`src/rtl/vector_angle_full_turn_macros.svh`:
```
`ifndef VECTOR_ANGLE_FULL_TURN_MACROS_SVH
`define VECTOR_ANGLE_FULL_TURN_MACROS_SVH

// same-cycle implication, disabled in reset
`define VAFT_ASSERT_NOW(label, ante, cons, msg) \
  label: assert property (@(posedge clk) disable iff (rst) (ante) |-> (cons)) \
    else $error(msg);

// next-cycle implication, disabled in reset
`define VAFT_ASSERT_NEXT(label, ante, cons, msg) \
  label: assert property (@(posedge clk) disable iff (rst) (ante) |=> (cons)) \
    else $error(msg);

`endif

```
`src/rtl/vaft_pkg.sv`:
```
`default_nettype none

package vaft_pkg;

  localparam int COMPONENT_WIDTH = 16;
  localparam int ANGLE_WIDTH     = 16;
  localparam int CORDIC_STAGES   = 16;
  localparam int GUARD_BITS      = 24;
  localparam int XW              = COMPONENT_WIDTH + GUARD_BITS + 3;

  // half an output step in 2^32-per-turn units, zero at full width
  localparam logic [31:0] ROUND_HALF = 32'((64'd1 << 32) >> (ANGLE_WIDTH + 1));

  localparam logic [ANGLE_WIDTH-1:0] ANGLE_QUARTER =
    ANGLE_WIDTH'(1) << (ANGLE_WIDTH - 2);
  localparam logic [ANGLE_WIDTH-1:0] ANGLE_THREE_QUARTER =
    ANGLE_WIDTH'(3) << (ANGLE_WIDTH - 2);

  typedef enum logic [1:0] {
    QUAD_ZERO    = 2'd0,
    QUAD_QUARTER = 2'd1,
    QUAD_HALF    = 2'd2,
    QUAD_THREE   = 2'd3
  } quad_t;

  typedef struct packed {
    logic signed [XW-1:0] x;
    logic signed [XW-1:0] y;
    logic [31:0]          z;
    quad_t                quad;
    logic                 xzero;
  } cordic_t;

  // atan(2^-i), 2^32 units per turn
  function automatic logic [31:0] elem_angle(input int unsigned idx);
    logic [31:0] a;
    case (idx)
      0:  a = 32'd536870912;
      1:  a = 32'd316933406;
      2:  a = 32'd167458907;
      3:  a = 32'd85004756;
      4:  a = 32'd42667331;
      5:  a = 32'd21354465;
      6:  a = 32'd10679838;
      7:  a = 32'd5340245;
      8:  a = 32'd2670163;
      9:  a = 32'd1335087;
      10: a = 32'd667544;
      11: a = 32'd333772;
      12: a = 32'd166886;
      13: a = 32'd83443;
      14: a = 32'd41722;
      15: a = 32'd20861;
      16: a = 32'd10430;
      17: a = 32'd5215;
      18: a = 32'd2608;
      19: a = 32'd1304;
      20: a = 32'd652;
      21: a = 32'd326;
      22: a = 32'd163;
      23: a = 32'd81;
      24: a = 32'd41;
      25: a = 32'd20;
      26: a = 32'd10;
      27: a = 32'd5;
      28: a = 32'd3;
      29: a = 32'd1;
      30: a = 32'd1;
      default: a = 32'd0;
    endcase
    return a;
  endfunction

endpackage

`default_nettype wire

```
`src/rtl/vaft_round.sv`:
```
`default_nettype none

module vaft_round import vaft_pkg::*; (
  input  wire logic             clk,
  input  wire logic             rst,
  input  wire logic             en,
  input  wire logic             in_valid,
  input  wire cordic_t          in_data,
  output logic                  out_valid,
  output logic [ANGLE_WIDTH-1:0] out_angle
);

  logic [31:0] turn;

  always_comb begin
    turn = {in_data.quad, 30'd0} + (in_data.xzero ? 32'd0 : in_data.z) + ROUND_HALF;
  end

  always_ff @(posedge clk) begin
    if (rst) begin
      out_valid <= 1'b0;
    end else if (en) begin
      out_valid <= in_valid;
    end
  end

  always_ff @(posedge clk) begin
    if (en) begin
      out_angle <= turn[31 -: ANGLE_WIDTH];
    end
  end

endmodule

`default_nettype wire

```
`config.mk`:
```
export PLATFORM = sky130hd
export DESIGN_NAME = vaft_round
export DESIGN_NICKNAME = d
export VERILOG_FILES = /design/src/rtl/vector_angle_full_turn_macros.svh /design/src/rtl/vaft_pkg.sv /design/src/rtl/vaft_round.sv
export SDC_FILE = /design/constraint.sdc
export NUM_CORES = 1
export LEC_CHECK = 0
export ABC_AREA = 0
export BUFFER_PORTS_ARGS = -buffer_cell sky130_fd_sc_hd__buf_2
export CORE_ASPECT_RATIO = 0.6
export CORE_MARGIN = 2
export CORE_UTILIZATION = 26
export CTS_CLUSTER_SIZE = 28
export DETAILED_ROUTE_END_ITERATION = 16
export PLACE_DENSITY = 0.74
export SETUP_SLACK_MARGIN = 0.2
export SLEW_MARGIN = 20
export SYNTH_ARGS = -nofsm -noshare
export SYNTH_HDL_FRONTEND = slang
export SYNTH_SLANG_ARGS = --single-unit
```
`constraint.sdc`:
```
create_clock -name clk -period 1.4 [get_ports clk]
set_input_delay 0.14 -clock clk [delete_from_list [all_inputs] [get_ports clk]]
set_output_delay 0.14 -clock clk [all_outputs]
set_load 0.03 [all_outputs]
```
; After elaboration in Yosys (flattened, before gate mapping)
; Index checks and enable logic that the tools add are counted.
[op_classes]
muxes = 1
n_addsub = 2
[ops]
columns = cell, n
row1 = adder 32 x 16 -> 32 bit (second input constant), 1
row2 = adder 32 bit, 1
row3 = two-way mux 32 bit, 1
[totals]
regBits = 17
wordCells = 5
inputBits = 125
output_inout_bits = 17

; Logic depth before layout (Yosys ltp)
; Gate-level depths: netlist of the first run.
[logic_depth]
word_depth = 3
mapped_depth = 6
ltp_nobuf = 6

; Least setup slack after synthesis of the first run
; Ideal clock, no wire load.
[synth_path]
kind = input port to flip-flop
startpoint = input port in_data[19] (netlist name)
endpoint = register out_angle[11] (data pin)
n_path_buf = 0
path_stages = 6
required_time_ps = 1134
arrival_ps = 1109
setup_time_ps = 266
setup_slack_ps = 25
cell_sequence = nor2b_1 ha_1 nand4_1 or3_1 xor2_1 nor2_1
[synth_between]
elab_chain_cells = 3
[synth_lines]
columns = item, line
row1 = "start, declared", vaft_round.sv:8  ; input wire cordic_t in_data,
row2 = two-way mux 32 bit, vaft_round.sv:16  ; turn = {in_data.quad, 30'd0} + (in_data.xzero ? 32'd0 : in_data.z) + ROUND_HALF;
row3 = adder 32 bit, vaft_round.sv:16
row4 = adder 32 x 16 -> 32 bit, vaft_round.sv:16
row5 = via turn[27], vaft_round.sv:13  ; logic [31:0] turn;
row6 = "end signal, assigned", vaft_round.sv:29  ; out_angle <= turn[31 -: ANGLE_WIDTH];
row7 = "end, declared", vaft_round.sv:10  ; output logic [ANGLE_WIDTH-1:0] out_angle
; The timed path passes the listed nets, and every way through them passes these cells.
; A chain may end at the register's enable or synchronous reset.

; Worst setup path after layout of the first run
[layout_path]
startpoint = input port in_data[0] (netlist name)
endpoint = register out_angle[11] (data pin)
; Same word-level chain as after synthesis.

==> out/results.ini, run 1 <==
[timing]
grt_setup_unrepaired=yes
fin_tns_setup_ns=0
timing.final.crit_share_pct=88.9
fin_skew_ns=0
hold_slack_ns=0.0514
worstMarginPinSlew_ns=0.384
timing.slew.headroom_pct=74.4
setup_slack_ns=0.156
setup_violations=0
finalCriticalPeriod_ns=1.24
slew_viol_final=0
fmax_ghz=0.804
finalHoldViolations=0

[setup_path]
cpPeakStageDelay_ns=0.39
crit_path_cell_trace=buf_8, nor2b_4, ha_4, nand4_1, or3_1, xor2_1, nor2_1
cp_slowest_cell=or3_1
end_kind=flip-flop
cp.required_ns=1.40
cp-start-kind=primary input
crit_family=simple AND/OR/NAND/NOR gates
critPathMaxFanout=4
arrival_ns=1.25
cp.buffers_inverters=1
critical_path_class=primary input to flip-flop

[logic_synthesis]
synthFlopType=edfxtp_1
synth_nets=207
ys_types=26
synth-edff-count=16
seq_area_frac_synth_pct=54.5
avgSynthCellArea_um2=11.5
syn-cell-area_um2=918
ys_warn_count=0
syn_inst=80
ys_seq_elements=17
async_flop_share_pct=0

[min_path]
min_path_type=primary input to flip-flop

[global_routing]
grt_max_degree=18
antenna_found_initial=0
grt_pass1_vias=797
grt_usage_pct=12.1
grt_pass1_wl_um=3600
overflow=0

[job]
cap_violations=0

[pwr]
p_per_area_nw_per_um2=923
ir_worst_vdd_uv=538
leakagePower_uw=0.000561

[place]
dp.cells=173
dpl.hpwl_um=1920
place.gp.congestion=0.760
port_buffers=40
placed_area_um2=1250
dpl_worst_slack_ns=-0.0975

[floorplan]
coreArea_um2=3320
die_x_um=80.7
die_area_um2=4040
die_h_um=50.0
initial_core_util_pct=27.6
io_pins=142
rows=16

[drt]
drc=0
drtIter0Drc=26
drtAntennaViolNets=0
first_pass_iters=3
finalWirelength_um=2410
viasPerCell=4.39
num_vias=786
wl_per_cell_um=13.5

[cts]
cts_htree_levels=1
cts_buffers=3
cts.clk_slew.worst_paths_ns=0.06
hold_buffers=0
clk_path_buf_depth=2
clockRootBuffer=clkbuf_8
cts_tree=yes
cts_sinks=17
clock_latency_ns=0.24

[layout]
stdcell_area_um2=1370
drive_above_1_share_pct=47.8
final_common_cell=buf_2
fin_nets=262
layout_common_cells=buf_2, edfxtp_1, nor2_1
antenna_cells=0
area_growth_pct=49.5
fin_cells=179

[run_status]
status=finished, final reports clean

## final timing paths
path | startpoint | endpoint | slack, ns | cells past startpoint
min | rst | out_valid | 0.05 | 2
max reg2reg | out_valid | out_valid | 0.78 | 2
min reg2reg | out_valid | out_valid | 0.56 | 2
max | in_data[0] | out_angle[11] | 0.16 | 7
## synth_stat cells, types with 2 or more instances
library cell / count / area, um2
nor2_1: 14 / 52.6
nor4_1: 2 / 12.5
nor2b_1: 3 / 18.8
nand2_1: 2 / 7.51
xor2_1: 10 / 87.6
xnor2_1: 5 / 43.8
nand4_1: 6 / 37.5
nand2b_1: 2 / 12.5
edfxtp_1: 16 / 480
ha_1: 2 / 25.0
nand3_1: 3 / 15.0
## power breakdown
group | switching (uW) | internal (uW) | total, uW
registers | 12.1 | 606 | 618
clock network | 161 | 197 | 358
logic | 185 | 106 | 291
## final cells by class
class / count / area, um2
well taps: 45 / 56.3
inverters: 1 / 3.75
repair buffers: 51 / 299
multi-input cells: 61 / 467
clock inverters: 1 / 5.00
fillers: 334 / 1950
clock buffers: 3 / 41.3
flip-flops and latches: 17 / 500
## metal layers
metal,up-vias,share of wire (%),GRT usage [%]
li1,399,-,-
met1,365,37,11.8
met2,18,56,23.8
met3,4,6.0,5.49
met4,0,0.99,1.69
met5,-,0,0
## stage by stage
stage / utilization (%) / power [uW]
detailed placement: 37.5 / 903
floorplan: - / 777
global route: 41.3 / 1320
finish: 41.3 / 1270
CTS: 39.2 / 1260
global placement: 37.5 / 894
## kinds of logic (layout without fill, tap and decap cells)
family,Yosys count,after routing,synth area share [%]
AO/OA/AOI/OAI,2,2,1.23
XOR/XNOR,15,15,14.3
adder cells (fa/ha/maj),2,2,2.72
buffers and inverters,2,56,0.817
flip-flops,17,17,54.5
multiplexers,1,1,1.09
AND/OR/NAND/NOR,41,41,25.3
## sequential cells by signal, summed over array words and instances (netlist names)
signal / flops
out_angle: 16
out_valid: 1
## what timing repair did
item / CTS / global route
cloned: 0 / 0
setup buffers: 0 / 2
setup endpoints to repair: 4 / 5
endpoints found under the hold margin: 0 / 0
resized for setup: 2 / 10
pin swaps: 1 / 6
(Power assumes the default switching activity.)
==> run 2, diff against run 1 <==
==> constraint.sdc (replaced) <==
create_clock -name clk -period 1.4 [get_ports clk]
set_input_delay 0.42 -clock clk [delete_from_list [all_inputs] [get_ports clk]]
set_output_delay 0.42 -clock clk [all_outputs]
set_load 0.03 [all_outputs]
==> run 2 against run 1 <==
Against the previous run: the run now ends with negative setup slack left; via count rose by 14%; die area did not move; final cell count rose by 12%; worst hold slack improved by 0.27 ns; clock skew did not move; global-route usage rose by 2.2 points; power rose by 10%.
==> out/results.ini, run 2 (synthesis results as in run 1) <==
[cts]
clockRootBuffer=clkbuf_8
cts_tree=yes
cts_sinks=17
cts_buffers=3
clock_latency_ns=0.25
cts.clk_slew.worst_paths_ns=0.06
clk_path_buf_depth=2
cts_htree_levels=1

[timing]
grt_setup_unrepaired=yes
finalCriticalPeriod_ns=1.50
fin_skew_ns=0
setup_violations=7
timing.slew.headroom_pct=73.1
fmax_ghz=0.668
worstMarginPinSlew_ns=0.403
timing.final.crit_share_pct=107
slew_viol_final=0
finalHoldViolations=0
setup_slack_ns=-0.0967

[drt]
drc=0
viasPerCell=4.49
wl_per_cell_um=13.9
drtAntennaViolNets=0
drtIter0Drc=25
num_vias=897
first_pass_iters=4
finalWirelength_um=2780

[job]
cap_violations=0

[layout]
multi_input_area_um2=533
fin_nets=283
final_common_cell=buf_6
largest_reg_flops=16
seq_area_um2=502
area_growth_pct=91.3
fillCellCount=282
drive_above_1_share_pct=61.3
top_register=out_angle
antenna_cells=0
reg_top3=out_angle: 16 flops, out_valid: 1 flops
layout_common_cells=buf_6, buf_4, buf_2

[global_routing]
antenna_found_initial=0
grt_pass1_wl_um=4210
grt_usage_pct=14.3
grt_pass1_vias=924
grt_max_degree=18
overflow=0

[place]
dpl_worst_slack_ns=-0.418
port_buffers=40
place.gp.congestion=0.791
dpl.hpwl_um=1940

[pwr]
pwr-share-seq_pct=44.9
p_per_area_nw_per_um2=796
combPwrFrac_pct=28.9
leakagePower_uw=0.000744
p_sw_share_pct=28.1
p_total_uw=1400
ir_worst_vdd_uv=447
p_int_uw=1000
clockPowerShare_pct=26.2
power_switching_uw=394

[floorplan]
die_h_um=50.0
coreArea_um2=3320
io_pins=142
rows=16
die_area_um2=4040
die_x_um=80.7
initial_core_util_pct=27.6

[min_path]
min_path_type=primary input to flip-flop

[run_status]
status=complete, but fails checks
violations=negative setup slack

[setup_path]
end_kind=flip-flop
cp.required_ns=1.41
critical_path_class=primary input to flip-flop
arrival_ns=1.50
r2r_slack_ns=0.72
cp-start-kind=primary input
critPathMaxFanout=4

run 2: cell types whose count changed in the layout (fill, tap and decap cells not counted), moves of 2 or more:
cell	change
buf_2	-18
buf_4	+11
buf_6	+27
xnor2_1	-2
run 2: worst paths after layout:
check	start	end	cells past startpoint
hold / removal	rst	out_valid	2
setup reg to reg	out_valid	out_valid	2
setup / recovery	in_data[0]	out_angle[11]	7
hold reg to reg	out_valid	out_valid	2
run 2: power by group through the flow:
stage	clock network [uW]	logic (uW)	registers, uW
5_1_grt	397	426	632
6_report	366	404	628
2_1_floorplan	0	62.1	718
3_3_place_gp	0	296	626
3_5_place_dp	0	303	628
4_1_cts	375	386	629
run 2: worst max-delay path: stages:
cell	delay, ns
buf_12	0.11
nor2b_4	0.12
ha_4	0.14
nand4_1	0.14
or3_4	0.36
xor2_1	0.16
nor2_1	0.06
run 2: layer usage:
layer	wire, um	global-route usage [%]	vias up
met5	0	0	-
met4	53	6.21	0
met3	157	5.31	8
met2	1590	27.8	23
met1	982	13.2	423
li1	-	-	443
run 2: cell type report:
type,count,share of cell area [%]
Timing Repair Buffer,72,35.0
Clock inverter,1,0.285
Clock buffer,3,2.35
Inverter,1,0.214
Sequential cell,17,28.6
Tap cell,45,3.21
Multi-Input combinational cell,61,30.3
run 2: timing repair:
item	in CTS	in global routing
endpoints found under the hold margin	0	0
buffers inserted	8	3
hold buffers	0	0
resized for setup	53	15
pin swaps	18	21
endpoints found under the setup margin	27	31
run 2: stage by stage:
step | std cells | setup TNS, ns | util (%) | hold slack, ns | cell area [um2]
final | 200 | -0.503 | 52.9 | 0.323 | 1760
after floorplan | 80 | -0.529 | - | 0.492 | 943
after CTS | 197 | -0.427 | 50.1 | 0.327 | 1670
after global routing | 200 | -0.714 | 52.9 | 0.311 | 1760
after global placement | 185 | -2.84 | 40.7 | 0.472 | 1350
after detailed placement | 185 | -2.99 | 40.7 | 0.591 | 1350
==> run 3, diff against run 2 <==
CAP_MARGIN = 25   (was default)
SETUP_SLACK_MARGIN = 0.4   (was 0.2)
==> run 3 against run 2 <==
Against the previous run: the run still ends with negative setup slack left; die area unchanged; setup slack hardly changed; power is 1.4% lower; worst hold slack about the same; global-route usage is 0.44 points higher; first-iteration DRC count grew 60%; fmax is essentially flat; non-clock buffer count is 5 lower; clock power is 2% lower; final area fell by 3.8%; critical path depth fell by 1; via count down 2.1%.
==> out/results.ini, run 3 (synthesis results as in run 1) <==
[drt]
drc=0
wl_per_cell_um=14.2
viasPerCell=4.50
drtAntennaViolNets=0
num_vias=878
finalWirelength_um=2770
drtIter0Drc=40
first_pass_iters=4

[global_routing]
antenna_found_initial=0
grt_pass1_wl_um=4430
grt_pass1_vias=945
grt_max_degree=18
grt_usage_pct=14.7
overflow=0

[floorplan]
coreArea_um2=3320
io_pins=142
rows=16
die_h_um=50.0
die_area_um2=4040
initial_core_util_pct=27.6
die_x_um=80.7

[layout]
final_common_cell=buf_6
antenna_cells=0
largest_reg_flops=16
fillCellCount=296
layout_common_cells=buf_6, buf_2, buf_4
reg_top3=out_angle: 16 flops, out_valid: 1 flops
top_register=out_angle
drive_above_1_share_pct=60.7
post-route-util_pct=50.9
area_growth_pct=84.1
fin_nets=278

[timing]
finalHoldViolations=0
setup_violations=7
fmax_ghz=0.668
grt_setup_unrepaired=yes
fin_tns_setup_ns=-0.328
timing.final.crit_share_pct=107
setup_slack_ns=-0.0969
timing.slew.headroom_pct=72.3
finalCriticalPeriod_ns=1.50
hold_slack_ns=0.323
fin_skew_ns=0
worstMarginPinSlew_ns=0.415
slew_viol_final=0

[pwr]
leakagePower_uw=0.000706
ir_worst_vdd_uv=523
p_per_area_nw_per_um2=816
p_total_uw=1380

[min_path]
min_path_type=primary input to flip-flop

[cts]
clockRootBuffer=clkbuf_8
hold_buffers=0
cts_htree_levels=1
cts_buffers=3
clk_path_buf_depth=2
cts_sinks=17
clock_latency_ns=0.24
cts_tree=yes
cts.clk_slew.worst_paths_ns=0.07

[setup_path]
r2r_slack_ns=0.79
critical_path_class=primary input to flip-flop
crit_family=simple AND/OR/NAND/NOR gates
crit_path_cell_trace=buf_8, buf_4, or2b_4, nor4_4, xnor2_1, nor2_1
cpPeakStageDelay_ns=0.31
cp-start-kind=primary input
cp.required_ns=1.40
arrival_ns=1.50
cp_slowest_cell=or2b_4
end_kind=flip-flop
critPathMaxFanout=14
cp.buffers_inverters=2

[place]
dpl.hpwl_um=2010
dpl_worst_slack_ns=-0.414
port_buffers=40
place.gp.congestion=0.809

[job]
cap_violations=0

[run_status]
status=complete, but fails checks
violations=negative setup slack

-- run 3: cell types whose count changed in the layout (fill, tap and decap cells not counted), sizes merged --
cell / before / now
buf: 72 / 67
-- run 3: layer usage --
metal,vias to the layer above,wire length (um),track usage [%]
li1,437,-,-
met1,418,1050,14.9
met2,19,1570,29.2
met3,4,123,4.58
met4,0,25,3.67
met5,-,0,0
-- run 3: final cells by class --
| cell class | instances | area, um2 | share of cell area, % |
|---|---|---|---|
| Tap cell | 45 | 56.3 | 3.33 |
| Inverter | 1 | 3.75 | 0.222 |
| Multi-Input combinational cell | 61 | 520 | 30.8 |
| Clock inverter | 1 | 5.00 | 0.296 |
| Sequential cell | 17 | 502 | 29.7 |
| Clock buffer | 3 | 41.3 | 2.44 |
| Timing Repair Buffer | 67 | 562 | 33.2 |
-- run 3: timing repair --
action                                  in CTS  in global routing
resized for setup                           59                  4
pin swaps                                   22                 12
buffers inserted                             6                  0
endpoints found under the setup margin      31                 32
-- run 3: final timing paths --
check,start,cells past startpoint,end
setup / recovery,in_data[0],6,out_angle[13]
hold / removal,rst,2,out_valid
setup reg to reg,out_valid,2,out_valid
hold reg to reg,out_valid,2,out_valid
-- run 3: power breakdown --
group / total, uW / switching [uW] / internal (uW)
Clock: 360 / 163 / 197
Combinational: 390 / 202 / 188
Sequential: 629 / 21.5 / 607
-- run 3: metrics by stage --
step,std cells,area [um2]
after global placement,185,1350
after CTS,195,1670
after floorplan,80,943
after detailed placement,185,1350
final,195,1690
after global routing,195,1690
