`config.mk`:
```
export PLATFORM = sky130hd
export DESIGN_NAME = vaft_fold
export DESIGN_NICKNAME = d
export VERILOG_FILES = /design/src/rtl/vector_angle_full_turn_macros.svh /design/src/rtl/vaft_pkg.sv /design/src/rtl/vaft_fold.sv
export SDC_FILE = /design/constraint.sdc
export NUM_CORES = 1
export LEC_CHECK = 0
export BUFFER_PORTS_ARGS = -buffer_cell sky130_fd_sc_hd__buf_2
export CORE_MARGIN = 2
export CORE_UTILIZATION = 48
export CTS_CLUSTER_SIZE = 16
export DETAILED_ROUTE_END_ITERATION = 7
export PLACE_DENSITY_LB_ADDON = 0.3
export SLEW_MARGIN = 20
export SYNTH_ARGS = -nofsm -noshare
export SYNTH_HDL_FRONTEND = slang
export SYNTH_SLANG_ARGS = --single-unit
```
`constraint.sdc`:
```
create_clock -name clk -period 5.91 [get_ports clk]
set_clock_uncertainty 0.1 [all_clocks]
set_input_delay 0.2955 -clock clk [delete_from_list [all_inputs] [get_ports clk]]
set_output_delay 0.2955 -clock clk [all_outputs]
set_load 0.02 [all_outputs]
```
`src/rtl/vector_angle_full_turn_macros.svh`:
```
`ifndef VECTOR_ANGLE_FULL_TURN_MACROS_SVH
`define VECTOR_ANGLE_FULL_TURN_MACROS_SVH

// same-cycle implication, disabled in reset
`define VAFT_ASSERT_NOW(label, ante, cons, msg) \
  label: assert property (@(posedge clk) disable iff (rst) (ante) |-> (cons)) \
    else $error(msg);

// next-cycle implication, disabled in reset
`define VAFT_ASSERT_NEXT(label, ante, cons, msg) \
  label: assert property (@(posedge clk) disable iff (rst) (ante) |=> (cons)) \
    else $error(msg);

`endif

```
`src/rtl/vaft_pkg.sv`:
```
`default_nettype none

package vaft_pkg;

  localparam int COMPONENT_WIDTH = 16;
  localparam int ANGLE_WIDTH     = 16;
  localparam int CORDIC_STAGES   = 16;
  localparam int GUARD_BITS      = 24;
  localparam int XW              = COMPONENT_WIDTH + GUARD_BITS + 3;

  // half an output step in 2^32-per-turn units, zero at full width
  localparam logic [31:0] ROUND_HALF = 32'((64'd1 << 32) >> (ANGLE_WIDTH + 1));

  localparam logic [ANGLE_WIDTH-1:0] ANGLE_QUARTER =
    ANGLE_WIDTH'(1) << (ANGLE_WIDTH - 2);
  localparam logic [ANGLE_WIDTH-1:0] ANGLE_THREE_QUARTER =
    ANGLE_WIDTH'(3) << (ANGLE_WIDTH - 2);

  typedef enum logic [1:0] {
    QUAD_ZERO    = 2'd0,
    QUAD_QUARTER = 2'd1,
    QUAD_HALF    = 2'd2,
    QUAD_THREE   = 2'd3
  } quad_t;

  typedef struct packed {
    logic signed [XW-1:0] x;
    logic signed [XW-1:0] y;
    logic [31:0]          z;
    quad_t                quad;
    logic                 xzero;
  } cordic_t;

  // atan(2^-i), 2^32 units per turn
  function automatic logic [31:0] elem_angle(input int unsigned idx);
    logic [31:0] a;
    case (idx)
      0:  a = 32'd536870912;
      1:  a = 32'd316933406;
      2:  a = 32'd167458907;
      3:  a = 32'd85004756;
      4:  a = 32'd42667331;
      5:  a = 32'd21354465;
      6:  a = 32'd10679838;
      7:  a = 32'd5340245;
      8:  a = 32'd2670163;
      9:  a = 32'd1335087;
      10: a = 32'd667544;
      11: a = 32'd333772;
      12: a = 32'd166886;
      13: a = 32'd83443;
      14: a = 32'd41722;
      15: a = 32'd20861;
      16: a = 32'd10430;
      17: a = 32'd5215;
      18: a = 32'd2608;
      19: a = 32'd1304;
      20: a = 32'd652;
      21: a = 32'd326;
      22: a = 32'd163;
      23: a = 32'd81;
      24: a = 32'd41;
      25: a = 32'd20;
      26: a = 32'd10;
      27: a = 32'd5;
      28: a = 32'd3;
      29: a = 32'd1;
      30: a = 32'd1;
      default: a = 32'd0;
    endcase
    return a;
  endfunction

endpackage

`default_nettype wire

```
`src/rtl/vaft_fold.sv`:
```
`default_nettype none

module vaft_fold import vaft_pkg::*; (
  input  wire logic                              clk,
  input  wire logic                              rst,
  input  wire logic                              en,
  input  wire logic                              in_valid,
  input  wire logic signed [COMPONENT_WIDTH-1:0] vec_x,
  input  wire logic signed [COMPONENT_WIDTH-1:0] vec_y,
  output logic                                   out_valid,
  output cordic_t                                out_data
);

  logic signed [XW-1:0] xe;
  logic signed [XW-1:0] ye;
  logic                 y_pos;
  cordic_t              data_next;

  always_comb begin
    xe    = XW'(vec_x);
    ye    = XW'(vec_y);
    y_pos = !vec_y[COMPONENT_WIDTH-1] && (|vec_y);
    data_next.z = '0;
    if (!(|vec_x)) begin
      data_next.x     = '0;
      data_next.y     = '0;
      data_next.quad  = y_pos ? QUAD_QUARTER : QUAD_THREE;
      data_next.xzero = 1'b1;
    end else if (vec_x[COMPONENT_WIDTH-1]) begin
      data_next.x     = (-xe) <<< GUARD_BITS;
      data_next.y     = (-ye) <<< GUARD_BITS;
      data_next.quad  = QUAD_HALF;
      data_next.xzero = 1'b0;
    end else begin
      data_next.x     = xe <<< GUARD_BITS;
      data_next.y     = ye <<< GUARD_BITS;
      data_next.quad  = QUAD_ZERO;
      data_next.xzero = 1'b0;
    end
  end

  always_ff @(posedge clk) begin
    if (rst) begin
      out_valid <= 1'b0;
    end else if (en) begin
      out_valid <= in_valid;
    end
  end

  always_ff @(posedge clk) begin
    if (en) begin
      out_data <= data_next;
    end
  end

endmodule

`default_nettype wire

```
# Word-level counts from Yosys, hierarchy flattened
# Index checks and enable logic that the tools add are counted.
op_classes:
  addsub: 2
  muxes: 4
  reduce_logical: 5
ops:
  columns: ["cell", "count"]
  rows:
  - ["82-bit two-way mux", 1]
  - ["16-bit negation with 19-bit output", 2]
  - ["16-bit OR reduction", 2]
  - ["3-bit two-way mux", 2]
  - ["2-bit two-way mux", 1]
  - ["2-bit AND reduction", 1]
  - ["1-bit logical AND", 1]
  - ["1-bit logical NOT", 1]
word_totals:
  regBits: 90
  output_inout_bits: 122
  word_cells: 17

# Depth between registers and ports, before layout
# Gate-level depths: netlist (run 1).
logic_depth:
  ltp_word: 4
  mapped_depth: 9
  mapped_depth_nobuf: 8

# Worst setup path after synthesis (run 1)
# OpenSTA, ideal clock, no wires.
synth_timing:
  kind: "input to register"
  start: "input port vec_y[10]"
  end: "register out_data[75] in the netlist's numbering, data pin"
  setup_ns: 0.255
  arrival_ns: 2.044
  required_ns: 5.555
  setup_slack_ns: 3.511
  stages: 6
  path_buffers: 0
  path_cell_list: "or4_4 -> or4_4 -> or3_1 -> ha_1 -> o21ai_0 -> and2_1"
synth_between:
  elab_chain_len: 2
synth_lines:
  columns: ["element", "line_no", "rtl"]
  rows:
  - ["start: declaration", "vaft_fold.sv:9", "input wire logic signed [COMPONENT_WIDTH-1:0] vec_y,"]
  - ["16-bit negation with 19-bit output", "vaft_fold.sv:31", "data_next.y = (-ye) <<< GUARD_BITS;"]
  - ["82-bit two-way mux", "vaft_fold.sv:29", "end else if (vec_x[COMPONENT_WIDTH-1]) begin"]
  - ["end signal: assignment", "vaft_fold.sv:52", "out_data <= data_next;"]
  - ["end: declaration", "vaft_fold.sv:11", "output cordic_t out_data"]
# No other way between the ends.
# A chain may end at the register's enable or synchronous reset.

# Worst setup path in the final report (run 1)
layout_timing:
  start: "input port vec_x[4]"
  end: "register out_data[118] in the netlist's numbering, data pin"
layout_between:
  elab_chain_len: 2
  elab_cells_between_ends: 3
  classes_between: "1 x add/sub; 2 x reduce/logical"
layout_lines:
  columns: ["element", "line_no", "rtl"]
  rows:
  - ["start: declaration", "vaft_fold.sv:8", "input wire logic signed [COMPONENT_WIDTH-1:0] vec_x,"]
  - ["parallel branches: the longest is 2 deep, another holds 16-bit negation with 19-bit output", null, null]
# Several ways; the timed one is not identified.

==> results of run 1 <==
==> metal layers <==
metal | vias up | GRT usage [%] | wire length [um]
li1 | 901 | - | -
met1 | 827 | 18.5 | 1920
met2 | 97 | 23.7 | 2300
met3 | 7 | 2.83 | 454
met4 | 0 | 8.79 | 124
met5 | - | 0 | 0
==> worst paths after layout <==
kind / to / from / slack (ps)
setup / recovery: out_data[118] / vec_x[4] / 3410
hold / removal: out_valid / rst / 50
setup reg to reg: out_valid / out_valid / 5230
hold reg to reg: out_valid / out_valid / 400
==> stage by stage <==
| stage | utilization, % | hold slack (ps) |
|---|---|---|
| after floorplan | - | 268 |
| after global placement | 52.4 | 358 |
| after detailed placement | 52.4 | 358 |
| after CTS | 53.8 | 40.4 |
| after global routing | 53.8 | 41.0 |
| final | 53.8 | 48.3 |
==> power by group <==
part	internal (mW)	total [mW]	switching, mW
clock network	0.0812	0.173	0.0917
logic	0.0466	0.177	0.130
registers	0.360	0.366	0.00578
total	0.488	0.716	0.227
==> final cells by class <==
| class | count | area, sq um | area share [%] |
|---|---|---|---|
| repair buffers | 77 | 385 | 13.0 |
| well taps | 72 | 90.1 | 3.04 |
| clock buffers | 6 | 72.6 | 2.45 |
| clock inverters | 2 | 8.76 | 0.295 |
| flip-flops and latches | 42 | 1250 | 42.2 |
| multi-input cells | 204 | 1130 | 38.0 |
| inverters | 8 | 30.0 | 1.01 |
==> synthesized netlist by cell type, types with 2 or more instances <==
cell / count
nor2_1: 18
o31ai_1: 9
ha_1: 4
or4_1: 2
o21ai_1: 2
nand3_1: 7
buf_4: 80
clkbuf_1: 2
o21ai_0: 15
or3_1: 5
a21oi_1: 3
nand2b_1: 2
o41ai_1: 3
xnor2_1: 13
xor2_1: 6
or4_4: 2
mux2i_1: 5
inv_1: 8
nand2_1: 14
and2_1: 2
edfxtp_1: 41
==> flip-flops by register name, summed over array words and instances (netlist names) <==
signal / count
out_data: 41
out_valid: 1
==> critical path: cells and delay by family <==
kind | cells | cell delay [ps]
buffers and inverters | 2 | 240
and+or+nand+nor | 4 | 1610
adders and majority gates | 1 | 300
==> logic make-up after synthesis <==
group	Yosys count
compound gates	34
buf+inv	92
flops	42
fa+ha+maj	4
mux	5
xor+xnor	19
other cells	1
simple gates	62
==> results.json, run 1 <==
{
  "status": "finished clean",
  "fin_cells": 411,
  "start_util_pct": 49.5,
  "max_stage_delay_ps": 820,
  "synth_seq_cells": 42,
  "die_y_um": 79.4,
  "r2r_cells": 2,
  "required_ps": 5860,
  "post-cts-setup-buffers": 0,
  "dpl.cell_count": 403,
  "cp-end-kind": "register",
  "netlist_instances": 259,
  "final_common_cell": "conb_1",
  "slew_headroom_pct": 36.0,
  "diodes": 0,
  "viasPerCell": 4.46,
  "antenna_found_initial": 0,
  "routed_wirelength_mm": 4.80,
  "dp_worst_setup_slack_ps": 3100,
  "root_buffer": "clkbuf_8",
  "period_minus_slack_ps": 2500,
  "finalMaxSlewViolations": 0,
  "ant_nets": 0,
  "yosys.area_share.simple_pct": 12.5,
  "slowest_stage": "nor3_2",
  "synth_area_leaders": "edfxtp_1, buf_4, xnor2_1",
  "drt_iter0_drc": 96,
  "p_per_area_nw_per_um2": 241,
  "fill_cells": 519,
  "die_w_um": 79.4,
  "syn-mean-instance-area_sq_um": 10.5,
  "post_cts_resized": 0,
  "yosysTopAreaCell": "edfxtp_1",
  "crit_path_start_kind": "input port",
  "dp.final_hpwl_mm": 3.70,
  "critical_path_class": "in2reg",
  "drc": 0,
  "core_region_area_sq_um": 5510,
  "overflow": 0,
  "grt_pass1_wl_mm": 7.11,
  "synth_compound_area_share_pct": 7.98,
  "synth_flop_cell": "edfxtp_1",
  "fp.dieArea_sq_um": 6300,
  "setup_viol": 0,
  "io_pins": 158,
  "drt-pass1-iter-count": 4,
  "portBuffers": 77,
  "clock_latency_ps": 290,
  "yosysTopAreaCellShare_pct": 45.1,
  "yosys_warnings": 0,
  "area_delta_synth_final_pct": 8.67,
  "clockBufferDepth": 2,
  "tns_ps": 0,
  "critical_path_arrival_ps": 2450,
  "drive_gt1_share_pct": 26.5,
  "max_freq_ghz": 0.400,
  "ys_seq_area_share_pct": 45.9,
  "grt_pass1_vias": 1543,
  "hp-class": "in2reg",
  "maxCapViolCount": 0,
  "dr_total_vias": 1832,
  "ir_drop_uv": 91.8,
  "nets": 378,
  "dpl-instance-area_sq_um": 2880,
  "synth_top_family_by_area": "buffers and inverters",
  "finalWorstSetupSlack_ps": 3410,
  "synth_edf_count": 41,
  "hold_buffers": 0,
  "rows": 27,
  "yosysUniqueCellTypes": 37,
  "rsz0062_at_grt": "false",
  "cts_max_level": 2,
  "muxShareOfSynthArea_pct": 1.83,
  "cellLeakagePower_nw": 1.32,
  "synthesis.area_sq_um": 2730,
  "cts.sinks": 42,
  "grt_max_degree": 43,
  "finish.instance_area_sq_um": 2960,
  "place_congestion": 0.807,
  "tightestPinTransition_ps": 954,
  "synth_xor_area_share_pct": 6.10,
  "final_cell_mix": "conb_1, buf_2, edfxtp_1",
  "cp_max_fo": 17,
  "ys_async_sr_fraction_pct": 0,
  "cts_made_buffers": 5,
  "hold_violations": 0,
  "grt_use_total_pct": 14.8,
  "wire_per_inst_um": 11.7,
  "path_cells": "buf_2, nor4_4, nand3_1, nor3_2, inv_1, ha_1, and2_1",
  "clkTransAtPathRegs_ps": 80,
  "cts_tree": "yes",
  "post-route-period-util_pct": 42.3,
  "p_total_mw": 0.716,
  "synth_adder_area_share_pct": 1.83,
  "min_path_cells": 2
}
Note: power is estimated with default switching activity, not from simulation.
==> run 2, diff against run 1 <==
CORE_UTILIZATION = 40   (was 48)
clock period = 2.1 ns   (was 5.91 ns; I/O delays follow)
==> results.json, run 2 (synthesis results as in run 1) <==
{
  "cts_tree": "yes",
  "wire_per_inst_um": 11.8,
  "dp.final_hpwl_mm": 4.00,
  "io_pins": 158,
  "m1WireLength_mm": 1.96,
  "max_freq_ghz": 0.492,
  "finalWorstSetupSlack_ps": 66.0,
  "hp-class": "in2reg",
  "die_w_um": 86.6,
  "ir_drop_uv": 233,
  "finish.instance_area_sq_um": 3180,
  "nets": 402,
  "fin_cells": 443,
  "largest_reg_flops": 41,
  "diodes": 0,
  "drc": 0,
  "multi_input_area_sq_um": 1140,
  "ant_nets": 0,
  "clockBufferDepth": 2,
  "root_buffer": "clkbuf_8",
  "critical_path_class": "in2reg",
  "fp.dieArea_sq_um": 7500,
  "clkTransAtPathRegs_ps": 80,
  "cts_max_level": 2,
  "final_common_cell": "conb_1",
  "cts_made_buffers": 5,
  "core_region_area_sq_um": 6680,
  "status": "finished clean",
  "cp_max_fo": 2,
  "start_util_pct": 40.8,
  "post-cts-setup-buffers": 0,
  "cts.sinks": 42,
  "fill_cells": 634,
  "finalMaxSlewViolations": 0,
  "met2WireLength_mm": 2.69,
  "antenna_found_initial": 0,
  "ff_latch_area_sq_um": 1250,
  "drt_iter0_drc": 73,
  "portBuffers": 77,
  "slowest_stage": "or4_4",
  "place_congestion": 0.823,
  "p_total_mw": 2.07,
  "dr.max_layer_used": "met4",
  "required_ps": 2050,
  "top_register": "out_data",
  "rows": 30,
  "grt_pass1_vias": 1683,
  "slew_headroom_pct": 63.2,
  "setup_viol": 0,
  "dpl.cell_count": 433,
  "cp_common_cell": "or4_4",
  "dp_worst_setup_slack_ps": -286,
  "grt_max_degree": 43,
  "grt_pass1_wl_mm": 7.71,
  "p_per_area_nw_per_um2": 651,
  "final_cell_mix": "conb_1, buf_2, edfxtp_1",
  "die_y_um": 86.6,
  "dpl-instance-area_sq_um": 3060,
  "post-route-period-util_pct": 96.9,
  "drive_gt1_share_pct": 32.0,
  "drt-pass1-iter-count": 5,
  "cellLeakagePower_nw": 1.43,
  "crit_buf_inv": 1,
  "hold_violations": 0,
  "viasPerCell": 4.42,
  "maxCapViolCount": 0,
  "routed_wirelength_mm": 5.24,
  "top_regs": "out_data x41, out_valid x1",
  "cp-end-kind": "register",
  "dr_total_vias": 1957,
  "grt_use_total_pct": 13.1,
  "area_delta_synth_final_pct": 16.4,
  "critical_path_arrival_ps": 1980,
  "period_minus_slack_ps": 2030,
  "overflow": 0,
  "clock_latency_ps": 290,
  "crit_path_start_kind": "input port",
  "tightestPinTransition_ps": 552,
  "path_cells": "buf_2, or4_4, or4_4, or3_1, ha_1, o21ai_0, and2_1",
  "max_stage_delay_ps": 530,
  "dr_wl_met3_um": 494,
  "crit_family": "simple AND/OR/NAND/NOR gates"
}
==> run 2: power breakdown <==
| group | switching [mW] | internal (mW) | total (mW) |
|---|---|---|---|
| clock network | 0.280 | 0.228 | 0.508 |
| registers | 0.0170 | 1.01 | 1.03 |
| logic | 0.376 | 0.153 | 0.529 |
==> run 2: path summary, 6_finish.rpt <==
check                  from  depth (start not counted)  slack [ps]            end
hold reg to reg   out_valid                          3         940      out_valid
hold / removal     vec_x[8]                          2          20  out_data[110]
setup / recovery  vec_y[10]                          7          70   out_data[75]
setup reg to reg  out_valid                          3         870      out_valid
==> run 2: metrics by stage <==
step / setup TNS, ps / hold slack [ps] / util [%]
after floorplan: -109 / 77.4 / -
after global placement: -392 / 163 / 45.8
after detailed placement: -453 / 170 / 45.8
after CTS: 0 / 8.31 / 47.3
after global routing: -2.36 / 12.9 / 47.5
final: 0 / 16.1 / 47.5
==> run 2: cell type report <==
class                           instances  area share, %
Clock buffer                            5           2.17
Timing Repair Buffer                  101           18.0
Inverter                                8          0.946
Sequential cell                        42           39.4
Tap cell                               80           3.15
Clock inverter                          3          0.512
Multi-Input combinational cell        204           35.9
==> run 2: metal layers <==
metal / up-vias / global-route usage, %
li1: 953 / -
met1: 888 / 14.6
met4: 0 / 4.83
met2: 108 / 23.9
met3: 8 / 3.43
met5: - / 0
==> run 2: timing repair <==
item / in CTS / in global routing
endpoints found under the setup margin: 0 / 1
gates resized for setup: 0 / 4
hold endpoints to repair: 1 / 0
hold buffers: 2 / 0
==> run 3, diff against run 2 <==
CORE_UTILIZATION = 48   (was 40)
clock period = 2.4 ns   (was 2.1 ns; I/O delays follow)
==> results.json, run 3 (synthesis results as in run 1) <==
{
  "status": "finished, violations left",
  "violations": "negative hold slack",
  "critical_path_arrival_ps": 2010,
  "rsz0062_at_grt": "false",
  "diodes": 0,
  "max_freq_ghz": 0.485,
  "hold_violations": 1,
  "hp-class": "in2reg",
  "die_w_um": 79.4,
  "cts.sinks": 42,
  "clkTransAtPathRegs_ps": 80,
  "crit_path_start_kind": "input port",
  "cp-end-kind": "register",
  "tightestPinTransition_ps": 625,
  "maxCapViolCount": 0,
  "grt_use_total_pct": 15.1,
  "slew_headroom_pct": 58.3,
  "io_pins": 158,
  "top_regs": "out_data x41, out_valid x1",
  "drc": 0,
  "die_y_um": 79.4,
  "rrSetupSlack_ps": 1700,
  "cp_max_fo": 4,
  "dpl.cell_count": 412,
  "grt_max_degree": 34,
  "required_ps": 2350,
  "dp.final_hpwl_mm": 3.98,
  "place_congestion": 0.818,
  "antenna_found_initial": 0,
  "post-route-period-util_pct": 86.0,
  "cellLeakagePower_nw": 1.37,
  "finish.instance_area_sq_um": 3070,
  "portBuffers": 77,
  "routed_wirelength_mm": 5.06,
  "fp.dieArea_sq_um": 6300,
  "rows": 27,
  "tns_ps": 0,
  "overflow": 0,
  "largest_reg_flops": 41,
  "clockBufferDepth": 2,
  "multi_input_area_sq_um": 1130,
  "critical_path_class": "in2reg",
  "final_cell_mix": "conb_1, buf_2, edfxtp_1",
  "drt-pass1-iter-count": 4,
  "root_buffer": "clkbuf_8",
  "nets": 388,
  "finalMaxSlewViolations": 0,
  "hold_ws_ps": -9.65,
  "dpl-instance-area_sq_um": 2950,
  "setup_viol": 0,
  "post-cts-setup-buffers": 0,
  "cts_max_level": 2,
  "ant_nets": 0,
  "top_register": "out_data",
  "grt_pass1_vias": 1587,
  "dr_total_vias": 1881,
  "drt_iter0_drc": 107,
  "grt_pass1_wl_mm": 7.32,
  "ff_latch_area_sq_um": 1250,
  "final_common_cell": "conb_1",
  "fin_cells": 421,
  "fill_cells": 516,
  "clock_latency_ps": 280,
  "cts_made_buffers": 5,
  "start_util_pct": 49.5,
  "drive_gt1_share_pct": 28.7,
  "wire_per_inst_um": 12.0,
  "hold_buffers": 1,
  "ir_drop_uv": 225,
  "core_region_area_sq_um": 5510,
  "post_cts_resized": 0,
  "viasPerCell": 4.47,
  "cts_tree": "yes",
  "area_delta_synth_final_pct": 12.6,
  "period_minus_slack_ps": 2060,
  "p_per_area_nw_per_um2": 615
}
## run 3: cell count changes in the layout (fill, tap and decap cells not counted)
cell	previous run	this run
inv_2	2	0
dlygate4sd3_1	2	1
clkinv_2	1	0
clkbuf_1	0	1
ha_4	1	0
clkinv_1	1	0
buf_4	22	9
bufinv_16	0	1
inv_1	6	8
ha_1	3	4
## run 3: stage by stage
stage / total power [mW] / hold WS [ps] / setup WS, ps / utilization (%)
after floorplan: 1.31 / 92.4 / 176 / -
after global placement: 1.35 / 183 / 41.2 / 53.6
after detailed placement: 1.36 / 188 / 21.1 / 53.6
after CTS: 1.90 / 0.599 / 337 / 55.8
after global routing: 1.97 / 33.8 / 292 / 55.8
final: 1.89 / -9.65 / 337 / 55.8
## run 3: report_power, final
| group | internal, mW | leakage [nW] | switching, mW |
|---|---|---|---|
| sequential | 0.886 | 0.408 | 0.0166 |
| combinational | 0.121 | 0.912 | 0.321 |
| clock | 0.310 | 0.0514 | 0.234 |
## run 3: worst paths after layout
path / startpoint / to / cells past startpoint
setup / recovery: vec_y[10] / out_data[75] / 7
hold / removal: in_valid / out_valid / 3
setup reg to reg: out_valid / out_valid / 2
hold reg to reg: out_valid / out_valid / 2
## run 3: worst max-delay path, stage by stage
cell and delay (ps):
buf_2 120, or4_4 530, or4_4 440, or3_1 320
ha_1 270, o21ai_0 60, and2_1 160
## run 3: cell type report
type	instances	area share (%)
Sequential cell	42	40.7
Clock buffer	6	2.36
Timing Repair Buffer	87	15.1
Tap cell	72	2.93
Inverter	8	0.978
Multi-Input combinational cell	204	36.7
Clock inverter	2	1.22
## run 3: per-layer routing
layer | part of all wire, % | routed length [um] | GRT usage (%) | up-vias
met5 | 0 | 0 | 0 | -
met4 | 1.2 | 60 | 5.17 | 0
met3 | 10 | 506 | 2.83 | 5
met2 | 49 | 2500 | 26.4 | 102
met1 | 39 | 1990 | 18.8 | 852
li1 | - | - | - | 922
